--- src/hw/rtl/wsfd_pkg.sv ---
// Types and constants of the frame decoder
package wsfd_pkg;

   // accumulated length and limit register width
   localparam int ACC_W = 24;

   // first header byte
   localparam logic [7:0] FIN_BIT   = 8'h80;
   localparam logic [7:0] RSV_MASK  = 8'h70;
   localparam logic [7:0] OPC_MASK  = 8'h0F;
   // second header byte
   localparam logic [7:0] MASK_BIT  = 8'h80;
   localparam logic [7:0] LEN7_MASK = 8'h7F;
   localparam logic [6:0] LEN7_EXT16 = 7'd126;
   localparam logic [6:0] LEN7_EXT64 = 7'd127;
   // control frames
   localparam logic [3:0] OPC_CTRL_BIT = 4'h8;
   localparam logic [3:0] OPC_CONT     = 4'h0;
   localparam logic [ACC_W-1:0] CTRL_MAX_LEN = ACC_W'(125);

   typedef enum logic [2:0] {
      ERR_NONE   = 3'd0,
      ERR_RSV    = 3'd1,
      ERR_CTRL   = 3'd2,
      ERR_LONG   = 3'd3,
      ERR_CONT   = 3'd4,
      ERR_NEWMSG = 3'd5
   } err_code_type;

   // one result transaction
   typedef struct packed {
      logic         has_byte;
      logic [7:0]   data_byte;
      logic [3:0]   msg_opcode;
      logic         ctl_frame;
      logic         message_end;
      err_code_type error_code;
   } result_type;

endpackage

--- src/hw/rtl/wsfd_parse.sv ---
// Frame header parser, length checks, fragment tracking and payload unmasking
module wsfd_parse #(
   parameter int CNT_W = 24
) (
   input  logic                 clock,
   input  logic                 reset,
   input  logic                 in_fire,
   input  logic [7:0]           in_byte,
   input  logic [CNT_W-1:0]     lim,
   output logic                 res_valid,
   output wsfd_pkg::result_type res
);
   import wsfd_pkg::*;

   typedef enum logic [2:0] {
      PH_HDR0,
      PH_HDR1,
      PH_EXT16,
      PH_EXT64,
      PH_KEY,
      PH_DATA
   } phase_type;

   phase_type    phase_ff, phase_in;
   logic         fin_ff, fin_in;
   logic [3:0]   opc_ff, opc_in;
   logic         masked_ff, masked_in;
   logic [ACC_W-1:0] acc_ff, acc_in;
   logic         ovf_ff, ovf_in;
   logic         long_ff, long_in;
   logic [2:0]   cnt_ff, cnt_in;
   logic [31:0]  key_ff, key_in;
   logic [1:0]   kidx_ff, kidx_in;
   logic [CNT_W-1:0] rem_ff, rem_in;
   logic         frag_ff, frag_in;
   logic [3:0]   frag_opc_ff, frag_opc_in;
   logic [CNT_W-1:0] frag_tot_ff, frag_tot_in;
   err_code_type err_ff, err_in;

   logic [ACC_W-1:0] acc_sh;
   logic         ovf_sh;
   logic         hdr_done;
   logic [ACC_W-1:0] done_len;
   logic         done_ovf;
   logic [ACC_W-1:0] lim_w;
   logic [ACC_W-1:0] base;
   logic [ACC_W:0]   sum;
   logic         too_long;
   logic         ctl;
   logic [7:0]   key_byte;
   logic [CNT_W-1:0] rem_dec;
   logic         ext_last;

   // big-endian length shift; bits leaving the top mark an oversize length
   assign acc_sh = {acc_ff[ACC_W-9:0], in_byte};
   assign ovf_sh = ovf_ff | (|acc_ff[ACC_W-1:ACC_W-8]);
   assign lim_w  = ACC_W'(lim);
   assign ctl    = |(opc_ff & OPC_CTRL_BIT);
   assign base   = frag_ff ? ACC_W'(frag_tot_ff) : '0;
   assign sum    = {1'b0, base} + {1'b0, done_len};
   assign too_long = done_ovf || (done_len > lim_w);
   assign ext_last = (phase_ff == PH_EXT16 && cnt_ff == 3'd1) ||
                     (phase_ff == PH_EXT64 && cnt_ff == 3'd7);

   // key byte for this payload position, first key byte at position 0
   always_comb begin
      case (kidx_ff)
         2'd0:    key_byte = key_ff[31:24];
         2'd1:    key_byte = key_ff[23:16];
         2'd2:    key_byte = key_ff[15:8];
         default: key_byte = key_ff[7:0];
      endcase
   end

   assign rem_dec = (rem_ff != '0) ? rem_ff - CNT_W'(1) : rem_ff;

   // next state and result
   always_comb begin
      phase_in    = phase_ff;
      fin_in      = fin_ff;
      opc_in      = opc_ff;
      masked_in   = masked_ff;
      acc_in      = acc_ff;
      ovf_in      = ovf_ff;
      long_in     = long_ff;
      cnt_in      = cnt_ff;
      key_in      = key_ff;
      kidx_in     = kidx_ff;
      rem_in      = rem_ff;
      frag_in     = frag_ff;
      frag_opc_in = frag_opc_ff;
      frag_tot_in = frag_tot_ff;
      err_in      = err_ff;
      hdr_done    = 1'b0;
      done_len    = acc_ff;
      done_ovf    = ovf_ff;
      res_valid   = 1'b0;
      res         = '0;

      if (in_fire && err_ff == ERR_NONE) begin
         case (phase_ff)
            PH_HDR1: begin
               masked_in = |(in_byte & MASK_BIT);
               key_in    = '0;
               kidx_in   = '0;
               acc_in    = '0;
               ovf_in    = 1'b0;
               long_in   = 1'b0;
               cnt_in    = '0;
               if (in_byte[6:0] == LEN7_EXT16) begin
                  phase_in = PH_EXT16;
               end else if (in_byte[6:0] == LEN7_EXT64) begin
                  long_in  = 1'b1;
                  phase_in = PH_EXT64;
               end else begin
                  acc_in = ACC_W'(in_byte & LEN7_MASK);
                  if (masked_in) begin
                     phase_in = PH_KEY;
                  end else begin
                     hdr_done = 1'b1;
                     done_len = ACC_W'(in_byte & LEN7_MASK);
                     done_ovf = 1'b0;
                  end
               end
            end
            PH_EXT16, PH_EXT64: begin
               acc_in = acc_sh;
               ovf_in = ovf_sh;
               cnt_in = cnt_ff + 3'd1;
               if (ext_last) begin
                  if (masked_ff) begin
                     phase_in = PH_KEY;
                  end else begin
                     hdr_done = 1'b1;
                     done_len = acc_sh;
                     done_ovf = ovf_sh;
                  end
               end
            end
            PH_KEY: begin
               key_in  = {key_ff[23:0], in_byte};
               kidx_in = kidx_ff + 2'd1;
               if (kidx_ff == 2'd3) begin
                  hdr_done = 1'b1;
               end
            end
            PH_DATA: begin
               kidx_in = kidx_ff + 2'd1;
               rem_in  = rem_dec;
               if (rem_dec == '0) begin
                  phase_in = PH_HDR0;
               end
               res_valid       = 1'b1;
               res.has_byte    = 1'b1;
               res.data_byte   = in_byte ^ key_byte;
               res.msg_opcode  = ctl ? opc_ff : frag_opc_ff;
               res.ctl_frame   = ctl;
               res.message_end = (rem_dec == '0) && (ctl || fin_ff);
            end
            default: begin
               // first header byte; unused phase codes land here too
               fin_in   = |(in_byte & FIN_BIT);
               opc_in   = 4'(in_byte & OPC_MASK);
               phase_in = PH_HDR1;
               if ((in_byte & RSV_MASK) != 8'h00) begin
                  err_in         = ERR_RSV;
                  res_valid      = 1'b1;
                  res.error_code = ERR_RSV;
               end
            end
         endcase

         // header complete: checks in priority order, then frame set-up
         if (hdr_done) begin
            if (long_in && too_long) begin
               err_in = ERR_LONG;
            end else if (ctl && (!fin_ff || done_len > CTRL_MAX_LEN)) begin
               err_in = ERR_CTRL;
            end else if (too_long) begin
               err_in = ERR_LONG;
            end else if (!ctl && sum > {1'b0, lim_w}) begin
               err_in = ERR_LONG;
            end else if (!ctl && opc_ff == OPC_CONT && !frag_ff) begin
               err_in = ERR_CONT;
            end else if (!ctl && opc_ff != OPC_CONT && frag_ff) begin
               err_in = ERR_NEWMSG;
            end

            if (err_in != ERR_NONE) begin
               res_valid      = 1'b1;
               res.error_code = err_in;
            end else begin
               if (!ctl) begin
                  frag_tot_in = sum[CNT_W-1:0];
                  if (opc_ff != OPC_CONT) begin
                     frag_opc_in = opc_ff;
                  end
                  frag_in = !fin_ff;
               end
               rem_in  = done_len[CNT_W-1:0];
               kidx_in = '0;
               if (done_len != '0) begin
                  phase_in = PH_DATA;
               end else begin
                  phase_in = PH_HDR0;
                  // empty final or control frame: byte-less end marker
                  if (ctl || fin_ff) begin
                     res_valid       = 1'b1;
                     res.msg_opcode  = ctl ? opc_ff : frag_opc_in;
                     res.ctl_frame   = ctl;
                     res.message_end = 1'b1;
                  end
               end
            end
         end
      end
   end

   // parser state
   always_ff @(posedge clock) begin
      if (reset) begin
         phase_ff    <= PH_HDR0;
         fin_ff      <= 1'b0;
         opc_ff      <= '0;
         masked_ff   <= 1'b0;
         acc_ff      <= '0;
         ovf_ff      <= 1'b0;
         long_ff     <= 1'b0;
         cnt_ff      <= '0;
         key_ff      <= '0;
         kidx_ff     <= '0;
         rem_ff      <= '0;
         frag_ff     <= 1'b0;
         frag_opc_ff <= '0;
         frag_tot_ff <= '0;
         err_ff      <= ERR_NONE;
      end else begin
         phase_ff    <= phase_in;
         fin_ff      <= fin_in;
         opc_ff      <= opc_in;
         masked_ff   <= masked_in;
         acc_ff      <= acc_in;
         ovf_ff      <= ovf_in;
         long_ff     <= long_in;
         cnt_ff      <= cnt_in;
         key_ff      <= key_in;
         kidx_ff     <= kidx_in;
         rem_ff      <= rem_in;
         frag_ff     <= frag_in;
         frag_opc_ff <= frag_opc_in;
         frag_tot_ff <= frag_tot_in;
         err_ff      <= err_in;
      end
   end

endmodule

--- src/hw/rtl/wsfd_out.sv ---
// Result register between the parser and the result channel
module wsfd_out (
   input  logic                 clock,
   input  logic                 reset,
   input  logic                 res_load,
   input  wsfd_pkg::result_type res,
   output logic                 space,
   input  logic                 out_ready,
   output logic                 out_valid,
   output wsfd_pkg::result_type out_res
);
   import wsfd_pkg::*;

   logic       valid_ff, valid_in;
   result_type res_ff;

   // free when empty or being drained this cycle
   assign space = !valid_ff || out_ready;

   always_comb begin
      if (res_load) begin
         valid_in = 1'b1;
      end else if (out_ready) begin
         valid_in = 1'b0;
      end else begin
         valid_in = valid_ff;
      end
   end

   always_ff @(posedge clock) begin
      if (reset) begin
         valid_ff <= 1'b0;
      end else begin
         valid_ff <= valid_in;
      end
   end

   // payload, no reset
   always_ff @(posedge clock) begin
      if (res_load) begin
         res_ff <= res;
      end
   end

   assign out_valid = valid_ff;
   assign out_res   = res_ff;

endmodule

--- src/hw/rtl/ws_frame_decoder.sv ---
// Top level of the streaming frame decoder
//
// Channel   Dir  Carries                      Transaction when
// req_*     in   one received byte            req_tvalid && req_tready
// rsp_*     out  payload byte / end / error   rsp_tvalid && rsp_tready
// csr_*     in   max_message_len write        csr_valid && csr_ready
//
// One byte is taken per cycle; its result, if any, shows on rsp_* the next cycle.
// The rate is set by the single result register: req_tready is low only while
// that register holds a result that is not being taken.
// Synchronous active-high reset returns to the first header byte, clears errors
// and sets the length limit to its largest value. csr_ready is always high.
module ws_frame_decoder #(
   parameter int LEN_BITS = 24
) (
   input  logic        clock,
   input  logic        reset,
   input  logic        req_tvalid,
   output logic        req_tready,
   input  logic [7:0]  req_tdata,   // [7:0] in_byte
   output logic        rsp_tvalid,
   input  logic        rsp_tready,
   output logic [15:0] rsp_tdata,   // [7:0] data_byte, [10:8] error_code, [15:11] zero
   output logic [5:0]  rsp_tuser,   // [0] has_byte, [4:1] msg_opcode, [5] ctl_frame
   output logic        rsp_tlast,   // message_end
   input  logic        csr_valid,
   output logic        csr_ready,
   input  logic [23:0] csr_data     // max_message_len
);
   import wsfd_pkg::*;

   localparam int CNT_W = (LEN_BITS < ACC_W) ? LEN_BITS : ACC_W;
   localparam logic [CNT_W-1:0] CAP = '1;

   logic [CNT_W-1:0] limit_ff, limit_in;
   logic             in_fire;
   logic             res_valid;
   result_type       res;
   result_type       out_res;

   assign csr_ready = 1'b1;

   // effective limit: register value capped at the counter range
   always_comb begin
      if (csr_valid && csr_ready) begin
         limit_in = (csr_data > ACC_W'(CAP)) ? CAP : csr_data[CNT_W-1:0];
      end else begin
         limit_in = limit_ff;
      end
   end

   always_ff @(posedge clock) begin
      if (reset) begin
         limit_ff <= CAP;
      end else begin
         limit_ff <= limit_in;
      end
   end

   assign in_fire = req_tvalid && req_tready;

   wsfd_parse #(
      .CNT_W (CNT_W)
   ) u_parse (
      .clock     (clock),
      .reset     (reset),
      .in_fire   (in_fire),
      .in_byte   (req_tdata),
      .lim       (limit_ff),
      .res_valid (res_valid),
      .res       (res)
   );

   wsfd_out u_out (
      .clock     (clock),
      .reset     (reset),
      .res_load  (res_valid),
      .res       (res),
      .space     (req_tready),
      .out_ready (rsp_tready),
      .out_valid (rsp_tvalid),
      .out_res   (out_res)
   );

   // result packing
   assign rsp_tdata = {5'b0, out_res.error_code, out_res.data_byte};
   assign rsp_tuser = {out_res.ctl_frame, out_res.msg_opcode, out_res.has_byte};
   assign rsp_tlast = out_res.message_end;

endmodule

--- config.mk ---
export PLATFORM = sky130hd
export DESIGN_NAME = ws_frame_decoder
export DESIGN_NICKNAME = d
export VERILOG_FILES = /design/src/hw/rtl/wsfd_pkg.sv /design/src/hw/rtl/wsfd_parse.sv /design/src/hw/rtl/wsfd_out.sv /design/src/hw/rtl/ws_frame_decoder.sv
export SDC_FILE = /design/constraint.sdc
export NUM_CORES = 1
export LEC_CHECK = 0
export CAP_MARGIN = 15
export CORE_UTILIZATION = 35
export CTS_CLUSTER_DIAMETER = 120
export CTS_CLUSTER_SIZE = 28
export DETAILED_ROUTE_END_ITERATION = 10
export DONT_BUFFER_PORTS = 1
export PLACE_DENSITY = 0.47
export RECOVER_POWER = 50
export SYNTH_ARGS = -nofsm -noshare
export SYNTH_HDL_FRONTEND = slang
export SYNTH_SLANG_ARGS = --single-unit
export TNS_END_PERCENT = 5
--- constraint.sdc ---
create_clock -name clock -period 7.8 [get_ports clock]
set_input_delay 0.39 -clock clock [delete_from_list [all_inputs] [get_ports clock]]
set_output_delay 0.39 -clock clock [all_outputs]
set_load 0.1 [all_outputs]
# Word-level counts from Yosys, hierarchy flattened

Index checks and enable logic that the tools add are counted.

Word-level logic and storage cells: 178
Input bits: 37
Output and inout port bits: 26
Register bits: 171

Equal/unequal tests: 12
Add/sub/neg operators: 4
$lt $le $gt $ge: 4
Multiplexer cells: 85
Bitwise logic cells: 5
Reductions and logical operators: 45

Operators with widths:

| operator              | count |
|---|---|
| $mux 24               | 14 |
| $pmux 24 s2           | 2 |
| $mux 3                | 22 |
| $pmux 32 s2           | 1 |
| $reduce_bool 24->1    | 2 |
| $mux 1                | 26 |
| $add 24x24->25        | 1 |
| $gt 25x24->1          | 1 |
| $gt 24x24->1          | 1 |
| $gt 24x24->1 const B  | 1 |
| $gt 24x7->1 const B   | 1 |
| $logic_not 24->1      | 1 |
| $pmux 8 s3            | 1 |
| $sub 24x1->24 const B | 1 |
| $mux 6                | 3 |
| $mux 4                | 4 |
| $mux 15               | 1 |
| $eq 7x7->1 const B    | 2 |
| $logic_and 1x1->1     | 12 |
| $pmux 3 s4            | 1 |
| $reduce_and 2->1      | 5 |
| $eq 3x3->1 const B    | 3 |
| $mux 9                | 1 |
| $reduce_bool 8->1     | 1 |
| other kinds (29)      | 47 |

# Logic depth before layout (Yosys ltp)

Gate-level depths: netlist (run 1).

Word-level depth: 21
Gate-level depth with buffers: 33
Mapped depth without buffers: 28

# By module

A second synthesis (run 1) with hierarchy kept.

Cell total of the unflattened synthesis: 1411
Area, all modules: 11554.8 µm²

By module, submodules not included:

| module           | seq. area each (µm²) | times used | cells an instance | area an instance (µm²) |
|---|---|---|---|---|
| wsfd_parse       | 2562.5               | 1          | 1301              | 10012.1 |
| ws_frame_decoder | 480.5                | 1          | 88                | 955.9 |
| wsfd_out         | 560.5                | 1          | 22                | 586.8 |

# Worst setup path after synthesis (run 1)

No wires, ideal clock.

Kind: reg-to-reg
Start point: register u_out.valid_ff (netlist: u_out.out_valid)
End point: register u_out.res_ff (netlist bit u_out.out_res[0]) (enable)
Required time: 7.400 ns
Path buffers: 2
Path slack: -0.132 ns
Arrival time: 7.532 ns
Period minus slack after synthesis: 7.932 ns
Library setup time: 0.400 ns
Stages on the path, launching flop included: 25
Cells stage by stage: dfxtp_1 > nand2b_1 > and2_1 > buf_4 > nand3_1 > clkbuf_1 > mux2_2 > ha_1 > fa_1 > a211oi_1 > o21ai_1 > a311o_1 > a41oi_2 > o21ai_2 > xor2_1 > ha_1 > nand4_1 > nor4_1 > o21ai_0 > o211ai_1 > o21a_1 > a211o_2 > and2_1 > nor3_1 > o22ai_1

Cells in the longest elaborated chain, start to end: 18
Elaborated cells on any way between the ends: 22
Classes of those cells: 1 x add/sub; 2 x order compare; 11 x mux; 8 x reduce/logical

RTL lines:

| item                   | line                   | source |
|---|---|---|
| from (decl)            | wsfd_out.sv:14         | `logic valid_ff, valid_in;` |
| from (signal assigned) | wsfd_out.sv:34         | `valid_ff <= valid_in;` |
| $logic_not 1->1        | wsfd_out.sv:18         | `assign space = !valid_ff \|\| out_ready;` |
| $logic_or 1x1->1       | wsfd_out.sv:18         |  |
| net req_tready         | ws_frame_decoder.sv:19 | `output logic req_tready,` |
| $logic_and 1x1->1      | ws_frame_decoder.sv:60 | `assign in_fire = req_tvalid && req_tready;` |
| $logic_and 1x1->1      | wsfd_parse.sv:100      | `if (in_fire && err_ff == ERR_NONE) begin` |
| $mux 24                | wsfd_parse.sv:100      |  |
| $add 24x24->25         | wsfd_parse.sv:60       | `assign sum = {1'b0, base} + {1'b0, done_len};` |
| net u_parse.sum[20]    | wsfd_parse.sv:47       | `logic [ACC_W:0] sum;` |
| [... 5 more ...]       | n/a                    |  |
| $mux 3                 | wsfd_parse.sv:175      | `if (long_in && too_long) begin` |
| $mux 3                 | wsfd_parse.sv:174      | `if (hdr_done) begin` |
| $mux 3                 | wsfd_parse.sv:100      |  |
| $reduce_bool 3->1      | wsfd_parse.sv:189      | `if (err_in != ERR_NONE) begin` |
| $mux 1                 | wsfd_parse.sv:189      |  |
| $mux 1                 | wsfd_parse.sv:174      |  |
| $mux 1                 | wsfd_parse.sv:100      |  |
| net res_valid          | ws_frame_decoder.sv:37 | `logic res_valid;` |
| to (signal assigned)   | wsfd_out.sv:41         | `res_ff <= res;` |
| to (decl)              | wsfd_out.sv:15         | `result_type res_ff;` |

The timed path passes the listed nets, and every way through them passes these cells. The select of a mux whose other input is x is not followed.
A chain may end at the register's enable or synchronous reset.

# Worst setup path in the final report (run 1)

Start point: register u_parse.cnt_ff[0]
End point: register u_parse.frag_tot_ff[23]

Cells in the longest elaborated chain, start to end: 19
Elaborated cells on any way between the ends: 33
Classes of those cells: 1 x add/sub; 3 x order compare; 2 x eq/ne; 16 x mux; 1 x bitwise; 10 x reduce/logical

RTL lines:

| item                                        | line                               | source |
|---|---|---|
| from (decl)                                 | wsfd_parse.sv:31                   | `logic [2:0] cnt_ff, cnt_in;` |
| from (signal assigned)                      | wsfd_parse.sv:245                  | `cnt_ff <= cnt_in;` |
| $eq 3x1->1 or $eq 3x3->1 (tied branches)    | wsfd_parse.sv:62, wsfd_parse.sv:63 |  |
| $logic_and 1x1->1, on equally long branches | wsfd_parse.sv:62, wsfd_parse.sv:63 |  |
| $logic_or 1x1->1 (*)                        | wsfd_parse.sv:62                   | `assign ext_last = (phase_ff == PH_EXT16 && cnt_ff == 3'd1) \|\|` |
| $mux 24 (*)                                 | wsfd_parse.sv:130                  | `if (ext_last) begin` |
| $pmux 24 s2 (*)                             | wsfd_parse.sv:101                  | `case (phase_ff)` |
| $mux 24 (*) (2 in series)                   | wsfd_parse.sv:100                  |  |
| $add 24x24->25 (*)                          | wsfd_parse.sv:60                   |  |
| net u_parse.sum[20]                         | wsfd_parse.sv:47                   |  |
| [... 3 more ...]                            | n/a                                |  |
| $mux 3 (*)                                  | wsfd_parse.sv:179                  | `end else if (too_long) begin` |
| $mux 3 (*)                                  | wsfd_parse.sv:177                  | `end else if (ctl && (!fin_ff \|\| done_len > CTRL_MAX_LEN)) begin` |
| $mux 3 (*)                                  | wsfd_parse.sv:175                  |  |
| $mux 3 (*)                                  | wsfd_parse.sv:174                  |  |
| $mux 3 (*)                                  | wsfd_parse.sv:100                  |  |
| $reduce_bool 3->1 (*)                       | wsfd_parse.sv:189                  |  |
| $not 1->1 (no source line) (*)              | n/a                                |  |
| $reduce_and 4->1 (no source line) (*)       | n/a                                |  |
| to (signal assigned)                        | wsfd_parse.sv:251                  | `frag_tot_ff <= frag_tot_in;` |
| to (decl)                                   | wsfd_parse.sv:37                   | `logic [CNT_W-1:0] frag_tot_ff, frag_tot_in;` |

The timed path passes the listed nets; every way through them passes the cells marked *. The select of a mux whose other input is x is not followed.

==> results of run 1 <==
-- worst max-delay path, delay by kind of cell (launching register included) --
| family | cells | cell delay, ps |
|---|---|---|
| AOI/OAI and AO/OA | 10 | 2490 |
| and+or+nand+nor | 8 | 2210 |
| adders and majority gates | 5 | 1430 |
| muxes | 1 | 380 |
| DFF | 1 | 350 |
| buffers and inverters | 1 | 270 |
| xor gates and xnor gates | 1 | 170 |
-- sequential cells by signal (all words and copies together) (netlist names), 2 cells and up --
signal,cells
u_parse.key_ff,32
u_parse.frag_tot_ff,24
u_out.out_res,18
u_parse.frag_opc_ff,4
u_parse.acc_ff,24
u_parse.kidx_ff,2
u_parse.rem_ff,24
u_parse.err_ff,3
limit_ff,24
u_parse.phase_ff,3
u_parse.cnt_ff,3
u_parse.opc_ff,4
-- cell type report --
| cell class | instances | share of cell area |
|---|---|---|
| Timing Repair Buffer | 31 | 0.01840 |
| Sequential cell | 171 | 0.2912 |
| Tap cell | 435 | 0.04398 |
| Multi-Input combinational cell | 1132 | 0.5829 |
| Clock buffer | 17 | 0.03438 |
| Inverter | 47 | 0.01426 |
| Clock inverter | 15 | 0.01486 |
-- synth_stat cells, drive strengths merged, types with 18 or more instances --
master,number
a21oi,146
a22oi,35
a31oi,20
and2,35
buf,25
clkbuf,88
dfxtp,153
edfxtp,18
ha,82
inv,47
nand2,194
nand3,65
nand4,27
nor2,114
nor3,46
nor4,20
o211ai,35
o21ai,52
xnor2,26
-- layer usage --
metal / GRT usage / vias up / share of wire
met5: 0 / - / 0
met4: 0.05277 / 0 / 0.013
met2: 0.3549 / 257 / 0.45
met1: 0.3284 / 5231 / 0.50
li1: - / 5206 / -
met3: 0.03412 / 40 / 0.040
-- metrics by stage --
| stage | instances | power [mW] | setup TNS (ps) | setup WS, ps | hold WS [ps] |
|---|---|---|---|---|---|
| after floorplan | 1463 | 1.452 | 0 | 123.9 | 422.9 |
| after global placement | 1810 | 1.563 | 0 | 153.7 | 430.9 |
| after detailed placement | 1810 | 1.559 | -31.80 | -31.80 | 435.0 |
| after CTS | 1846 | 2.448 | 0 | 95.68 | 1.370 |
| after global routing | 1848 | 2.551 | 0 | 9.859 | 13.39 |
| final | 1848 | 2.445 | 0 | 340.4 | 40.79 |
-- worst max-delay path by stage --
stage                                           endpoint  slack, ps  depth (start not counted)
global route              u_out.out_res[7]$_SDFFCE_PN0P_         10                         26
finish              u_parse.frag_tot_ff[23]$_SDFFE_PP0P_        340                         26
detailed placement       u_parse.rem_ff[23]$_SDFFE_PP0P_        -30                         25
CTS                       u_out.out_res[4]$_SDFFCE_PN0P_        100                         25
floorplan           u_parse.frag_tot_ff[23]$_SDFFE_PP0P_        120                         27
global placement          u_parse.rem_ff[8]$_SDFFE_PP0P_        150                         25
-- cell families (layout without fill, tap and decap cells) --
group | count (synthesis) | after routing | synth area share
XOR/XNOR | 33 | 33 | 0.02537
multiplexers | 27 | 27 | 0.02493
AND/OR/NAND/NOR | 567 | 567 | 0.2401
buffers and inverters | 160 | 110 | 0.05700
flip-flops | 171 | 171 | 0.3163
other | 2 | 6 | 0.0006592
adder cells (fa/ha/maj) | 83 | 83 | 0.09182
AO/OA/AOI/OAI | 416 | 416 | 0.2438
-- power by group --
part / switching (mW) / internal [mW]
clock network: 0.448 / 0.433
registers: 0.148 / 0.935
logic: 0.324 / 0.156
-- what timing repair did --
item / 4_1_cts / 5_1_grt
resized for setup: 1 / 11
pin swaps: 0 / 1
endpoints found under the setup margin: 8 / 83
hold buffers: 4 / 0
buffers inserted: 0 / 2
endpoints found under the hold margin: 17 / 0
==> flow_metrics.py, run 1 <==
metrics = {
    "yosys": {
        "synth_area_leaders": "dfxtp_1, ha_1, nand2_1, a21oi_1, edfxtp_1",
        "yosys.area.top_type": "dfxtp_1",
        "synth_edf_count": 18,
        "synthCells": 1459,
        "netlist.area_leader.share": 0.2689,
        "yosysUniqueCellTypes": 87,
        "syn_area_per_cell_um2": 7.808,
        "yosys_warnings": 0,
        "ys.flop_type": "dfxtp_1",
        "ys_async_sr_fraction": 0,
        "syn_area_um2": 11390,
        "seq_area_frac_synth": 0.3163,
        "yosys_register_bits": 171,
    },
    "worst_hold_path": {
        "holdPathEnd": "u_parse.phase_ff[2]$_SDFFE_PP0P_",
        "worstHoldPathCells": 1,
        "holdCritStartpoint": "reset",
        "min_path_type": "input port to register",
    },
    "timing": {
        "drv_slew": 36,
        "max_freq_ghz": 0.1341,
        "fin_worst_skew_ps": 12.67,
        "rsz0062_at_grt": "false",
        "worst_slew_pin_slew_ps": 1589,
        "period_share": 0.9564,
        "relSlewSlack": -0.05902,
        "post-route-min-period_ps": 7460,
        "hold_viol": 0,
        "setup_viol": 0,
    },
    "worst_setup_path": {
        "rrSetupSlack_ps": 340,
        "start_kind": "register",
        "crit_path_end_kind": "register",
        "reg2reg_depth": 26,
        "path_class": "register to register",
        "crit_path_max_fanout": 26,
        "max_stage_delay_ps": 520,
        "crit_required_ps": 8140,
        "cp_data_arrival_time_ps": 7800,
        "crit_top_cell": "ha_1",
        "reg2reg_from": "u_parse.cnt_ff[0]$_SDFFE_PP0P_",
        "cp_slowest_cell": "or4_1",
        "reg2reg_to": "u_parse.frag_tot_ff[23]$_SDFFE_PP0P_",
        "startpoint": "u_parse.cnt_ff[0]$_SDFFE_PP0P_",
    },
    "cells_and_area": {
        "final_layout_size_suffix_gt1_frac": 0.07502,
        "multiInputGateArea_um2": 7213,
        "nets": 1520,
        "layout_commonest_cell": "nand2_1",
        "diodes": 0,
        "seq_area_um2": 3603,
        "fillers": 3276,
        "syn_to_final_growth_pct": 8.622,
        "stdcell_area_um2": 12370,
        "final_util": 0.3891,
        "layout_common_cells": "nand2_1, dfxtp_1, a21oi_1",
    },
    "global_routing": {
        "grt_overflow": 0,
        "antenna_found_initial": 0,
        "grt_max_degree": 79,
        "track_usage": 0.2277,
        "grt_pass1_wl_um": 58910,
        "first_global_vias": 9967,
    },
    "drt": {
        "drc": 0,
        "antenna_left": 0,
        "viasPerCell": 5.808,
        "wire_per_inst_um": 20.31,
        "wl_um": 37540,
        "dr.first_iter.drc_count": 931,
        "dr.pass1.iters": 7,
        "num_vias": 10730,
    },
    "clocking": {
        "clk_pin_slew_ps": 80,
        "cts_inserted_buffers": 17,
        "cts_htree_levels": 4,
        "cts_max_path_buffers": 2,
        "cts_tree": "built",
        "clock_latency_ps": 460,
        "cts_num_sinks": 171,
        "cts_root_buf": "clkbuf_16",
    },
    "floorplanning": {
        "initial_core_util": 0.3583,
        "die_width_um": 182.4,
        "die_h_um": 182.4,
        "num_rows": 65,
        "io_pins": 63,
        "core_um2": 31800,
        "dieArea_um2": 33280,
    },
    "flow_run": {
        "drv_cap": 1,
    },
    "place": {
        "dpl-instance-area_um2": 11680,
        "place.gp.congestion": 0.9264,
        "io_buffers": 0,
        "dp.final_hpwl_um": 26350,
    },
    "power": {
        "ir_drop_v": 0.0001600,
        "leakage_nw": 4.712,
        "power.density_nw_per_um2": 197.6,
    },
    "status": {
        "status": "finished with violations",
        "violations": "capacitance limit, slew limit",
    },
}
(Power assumes the default switching activity.)
==> inputs of run 2 (changes only) <==
--- a/config.mk
+++ b/config.mk
@@ -6,6 +6,7 @@
 export NUM_CORES = 1
 export LEC_CHECK = 0
 export CAP_MARGIN = 15
+export CORE_ASPECT_RATIO = 1.2
 export CORE_UTILIZATION = 35
 export CTS_CLUSTER_DIAMETER = 120
 export CTS_CLUSTER_SIZE = 28
==> flow_metrics.py, run 2 (synthesis gave the netlist of run 1 again) <==
metrics = {
    "drt": {
        "viasPerCell": 5.796,
        "wl_met1_um": 17170,
        "num_vias": 10540,
        "dr.first_iter.drc_count": 936,
        "dr.pass1.iters": 5,
        "route.met3.wl_um": 1302,
        "wl_um": 37410,
        "dr.max_layer_used": "met4",
        "wl_met2_um": 18060,
        "drc": 0,
        "antenna_left": 0,
        "wire_per_inst_um": 20.58,
    },
    "place": {
        "place.gp.congestion": 0.9020,
        "dp.cells": 1783,
        "io_buffers": 0,
        "dp.final_hpwl_um": 26610,
        "dpl-instance-area_um2": 11650,
    },
    "power": {
        "power.density_nw_per_um2": 198.1,
        "leakage_nw": 4.702,
        "ir_drop_v": 0.0001306,
        "power_mw": 2.442,
    },
    "worst_setup_path": {
        "path_class": "register to register",
        "rrSetupSlack_ps": 410,
        "cp_data_arrival_time_ps": 7750,
        "crit_required_ps": 8170,
        "start_kind": "register",
        "crit_path_end_kind": "register",
        "reg2reg_from": "u_parse.cnt_ff[0]$_SDFFE_PP0P_",
        "reg2reg_to": "u_parse.rem_ff[19]$_SDFFE_PP0P_",
        "startpoint": "u_parse.cnt_ff[0]$_SDFFE_PP0P_",
        "crit_path_max_fanout": 10,
        "reg2reg_depth": 25,
    },
    "worst_hold_path": {
        "holdPathEnd": "u_parse.opc_ff[0]$_SDFFE_PP0P_",
        "min_path_type": "input port to register",
        "worstHoldPathCells": 1,
        "holdCritStartpoint": "reset",
    },
    "timing": {
        "post-route-min-period_ps": 7388,
        "period_share": 0.9472,
        "relSlewSlack": -0.1001,
        "setup_viol": 0,
        "hold_viol": 0,
        "worst_slew_pin_slew_ps": 1650,
        "max_freq_ghz": 0.1353,
        "fin_worst_skew_ps": 15.90,
        "drv_slew": 36,
    },
    "cells_and_area": {
        "top_register": "u_parse.key_ff",
        "largest_reg_flops": 32,
        "diodes": 0,
        "final_layout_size_suffix_gt1_frac": 0.07442,
        "syn_to_final_growth_pct": 8.226,
        "layout_common_cells": "nand2_1, dfxtp_1, a21oi_1",
        "stdcell_area_um2": 12330,
        "fin_cells": 1818,
        "layout_commonest_cell": "nand2_1",
        "nets": 1518,
    },
    "clocking": {
        "clk_pin_slew_ps": 70,
        "cts_inserted_buffers": 17,
        "cts_num_sinks": 171,
        "cts_tree": "built",
        "cts_root_buf": "clkbuf_16",
        "clock_latency_ps": 450,
        "cts_htree_levels": 4,
        "cts_max_path_buffers": 2,
    },
    "floorplanning": {
        "dieArea_um2": 33280,
        "core_um2": 32160,
        "die_width_um": 166.7,
        "io_pins": 63,
        "initial_core_util": 0.3542,
        "num_rows": 72,
        "die_h_um": 199.6,
    },
    "status": {
        "violations": "capacitance limit, slew limit",
        "status": "finished with violations",
    },
    "global_routing": {
        "grt_max_degree": 119,
        "track_usage": 0.2260,
        "antenna_found_initial": 0,
        "grt_overflow": 0,
        "grt_pass1_wl_um": 58390,
        "first_global_vias": 9868,
    },
    "flow_run": {
        "drv_cap": 1,
    },
}
[run 2: worst max path at each step]
stage                                                 to  slack, ps
floorplan           u_parse.frag_tot_ff[23]$_SDFFE_PP0P_        120
global placement          u_out.out_res[6]$_SDFFCE_PN0P_       -120
detailed placement        u_out.out_res[7]$_SDFFCE_PN0P_       -150
CTS                       u_parse.rem_ff[8]$_SDFFE_PP0P_         80
global route             u_parse.rem_ff[19]$_SDFFE_PP0P_         -3
finish                   u_parse.rem_ff[19]$_SDFFE_PP0P_        410
[run 2: worst max-delay path, stage by stage (launching register included)]
cell and delay (ps):
dfxtp_1 390, ha_1 180, ha_1 170, and3b_1 350
o21ai_1 140, buf_4 180, and2_1 160, nor2_1 310
a21oi_1 220, ha_1 450, a21oi_1 430, nand2_1 140
a311o_1 460, a41oi_2 330, o21ai_2 170, xor2_1 180
ha_1 380, nand4_1 260, nor4_4 420, nand4_1 140
o21a_1 130, o21a_1 180, a211o_2 430, a211oi_4 440
or4b_1 470, a31oi_1 150
[run 2: layout make-up]
cell class	count	area, um2
multi-input cells	1132	7226
well taps	407	509.2
inverters	47	176.4
repair buffers	29	214.0
fillers	3332	19830
clock inverters	14	150.1
flip-flops and latches	171	3603
clock buffers	18	450.4
[run 2: report_power, final]
group	internal, mW	switching [mW]	total (mW)
clock network	0.473	0.412	0.885
registers	0.935	0.150	1.09
logic	0.155	0.317	0.472
[run 2: repair_timing]
item / 4_1_cts / 5_1_grt
endpoints found under the setup margin: 41 / 82
endpoints found under the hold margin: 1 / 0
hold buffers: 1 / 0
buffers inserted: 0 / 2
pin swaps: 0 / 2
gates resized for setup: 3 / 10
[run 2: per-stage QoR]
step	worst slack [ps]	TNS (ps)	utilization	hold WS, ps
2_1_floorplan	123.9	0	-	422.9
3_3_place_gp	-120.7	-2639	0.3622	429.5
3_5_place_dp	-152.2	-3669	0.3622	434.3
4_1_cts	84.51	0	0.3817	4.140
5_1_grt	-3.086	-3.086	0.3834	8.796
6_report	411.5	0	0.3834	17.31
[run 2: metal layers]
layer / vias up / global-route usage
met4: 0 / 0.07407
met5: - / 0
met3: 54 / 0.02753
li1: 5213 / -
met2: 271 / 0.3848
met1: 4999 / 0.2961
==> inputs of run 3 (changes only) <==
--- a/config.mk
+++ b/config.mk
@@ -12,7 +12,7 @@
 export CTS_CLUSTER_SIZE = 28
 export DETAILED_ROUTE_END_ITERATION = 10
 export DONT_BUFFER_PORTS = 1
-export PLACE_DENSITY = 0.47
+export PLACE_DENSITY = 0.53
 export RECOVER_POWER = 50
 export SYNTH_ARGS = -nofsm -noshare
 export SYNTH_HDL_FRONTEND = slang
==> flow_metrics.py, run 3 (synthesis gave the netlist of run 1 again) <==
metrics = {
    "status": {
        "status": "finished with violations",
        "violations": "capacitance limit, slew limit",
    },
    "cells_and_area": {
        "seq_area_um2": 3603,
        "final_layout_size_suffix_gt1_frac": 0.06884,
        "syn_to_final_growth_pct": 7.337,
        "top_register": "u_parse.key_ff",
        "layout_common_cells": "nand2_1, dfxtp_1, a21oi_1",
        "fillers": 3319,
        "layout_commonest_cell": "nand2_1",
        "largest_reg_flops": 32,
        "nets": 1516,
        "multiInputGateArea_um2": 7187,
        "diodes": 0,
    },
    "power": {
        "power.density_nw_per_um2": 195.4,
        "p_int_mw": 1.555,
        "netSwitchingPower_mw": 0.8347,
        "p_clk_frac": 0.351,
        "power.share.sequential": 0.453,
        "switching_share": 0.3494,
        "leakage_nw": 4.644,
        "power_frac_comb": 0.196,
        "ir_drop_v": 0.0001440,
    },
    "floorplanning": {
        "io_pins": 63,
        "num_rows": 72,
        "die_h_um": 199.6,
        "dieArea_um2": 33280,
        "core_um2": 32160,
        "initial_core_util": 0.3542,
        "die_width_um": 166.7,
    },
    "worst_setup_path": {
        "crit_family": "compound AO/OA/AOI/OAI gates",
        "crit_required_ps": 7930,
        "max_stage_delay_ps": 450,
        "path_buf_inv": 0,
        "start_kind": "register",
        "crit_path_end_kind": "register",
        "cp_slowest_cell": "fa_1",
        "crit_path_max_fanout": 18,
        "path_class": "register to register",
        "crit_top_cell": "ha_1",
        "cp_data_arrival_time_ps": 7390,
    },
    "worst_hold_path": {
        "min_path_type": "input port to register",
    },
    "drt": {
        "dr.first_iter.drc_count": 1032,
        "antenna_left": 0,
        "wire_per_inst_um": 19.85,
        "drc": 0,
        "wl_um": 36050,
        "viasPerCell": 5.855,
        "dr.pass1.iters": 7,
        "num_vias": 10630,
    },
    "timing": {
        "relSlewSlack": -0.2157,
        "holdWs_ps": 17.12,
        "rsz0062_at_grt": "false",
        "hold_viol": 0,
        "drv_slew": 124,
        "worst_slew_pin_slew_ps": 1824,
        "setup_slack_ps": 534.0,
        "timing.setup.tns_ps": 0,
        "max_freq_ghz": 0.1376,
        "post-route-min-period_ps": 7266,
        "fin_worst_skew_ps": 12.23,
        "period_share": 0.9315,
        "setup_viol": 0,
    },
    "global_routing": {
        "grt_pass1_wl_um": 56610,
        "grt_max_degree": 119,
        "first_global_vias": 9975,
        "antenna_found_initial": 0,
        "grt_overflow": 0,
        "track_usage": 0.2181,
    },
    "clocking": {
        "cts_resized": 0,
        "cts_hold_buffers": 0,
        "cts_setup_buffers": 0,
        "clk_pin_slew_ps": 70,
        "clock_latency_ps": 450,
        "cts_num_sinks": 171,
        "cts_max_path_buffers": 2,
        "cts_tree": "built",
        "cts_htree_levels": 4,
        "cts_inserted_buffers": 17,
        "cts_root_buf": "clkbuf_16",
    },
    "flow_run": {
        "drv_cap": 3,
    },
    "place": {
        "io_buffers": 0,
        "dp.final_hpwl_um": 25680,
        "place.gp.congestion": 0.9330,
        "place_ws_ps": 320.9,
    },
}
## run 3: per-stage QoR
| stage | power (mW) | std cells | cell area [um2] | util |
|---|---|---|---|---|
| 2_1_floorplan | 1.452 | 1463 | 11410 | - |
| 3_3_place_gp | 1.561 | 1784 | 11650 | 0.3624 |
| 3_5_place_dp | 1.560 | 1784 | 11650 | 0.3624 |
| 4_1_cts | 2.405 | 1816 | 12230 | 0.3802 |
| 5_1_grt | 2.500 | 1816 | 12230 | 0.3802 |
| 6_report | 2.389 | 1816 | 12230 | 0.3802 |
## run 3: layer usage
metal / up-vias / share of wire / GRT usage
met2: 341 / 0.46 / 0.3536
met1: 5016 / 0.45 / 0.2781
met3: 71 / 0.053 / 0.04159
met5: - / 0 / 0
met4: 0 / 0.039 / 0.1063
li1: 5204 / - / -
## run 3: worst paths after layout
path | startpoint | slack, ps | to | depth (start not counted)
worst max-delay path | u_parse.cnt_ff[0]$_SDFFE_PP0P_ | 530 | u_out.out_res[14]$_SDFFCE_PN0P_ | 26
worst min register to register | u_parse.frag_tot_ff[18]$_SDFFE_PP0P_ | 450 | u_parse.frag_tot_ff[18]$_SDFFE_PP0P_ | 2
worst min-delay path | reset | 20 | u_parse.rem_ff[3]$_SDFFE_PP0P_ | 1
worst max register to register | u_parse.cnt_ff[0]$_SDFFE_PP0P_ | 530 | u_out.out_res[14]$_SDFFCE_PN0P_ | 26
## run 3: area by class of cell
type,count,share of cell area
clock inverters,8,0.007367
repair buffers,27,0.01473
clock buffers,24,0.03939
flip-flops and latches,171,0.2947
well taps,407,0.04165
multi-input cells,1132,0.5877
inverters,47,0.01443
## run 3: power groups by stage
stage                     combinational [mW]  clock, mW  sequential (mW)
after floorplan                        0.366          0             1.09
after global routing                   0.515      0.897             1.09
after detailed placement               0.458          0             1.10
final                                  0.467      0.839             1.08
after global placement                 0.459          0             1.10
after CTS                              0.462      0.862             1.08
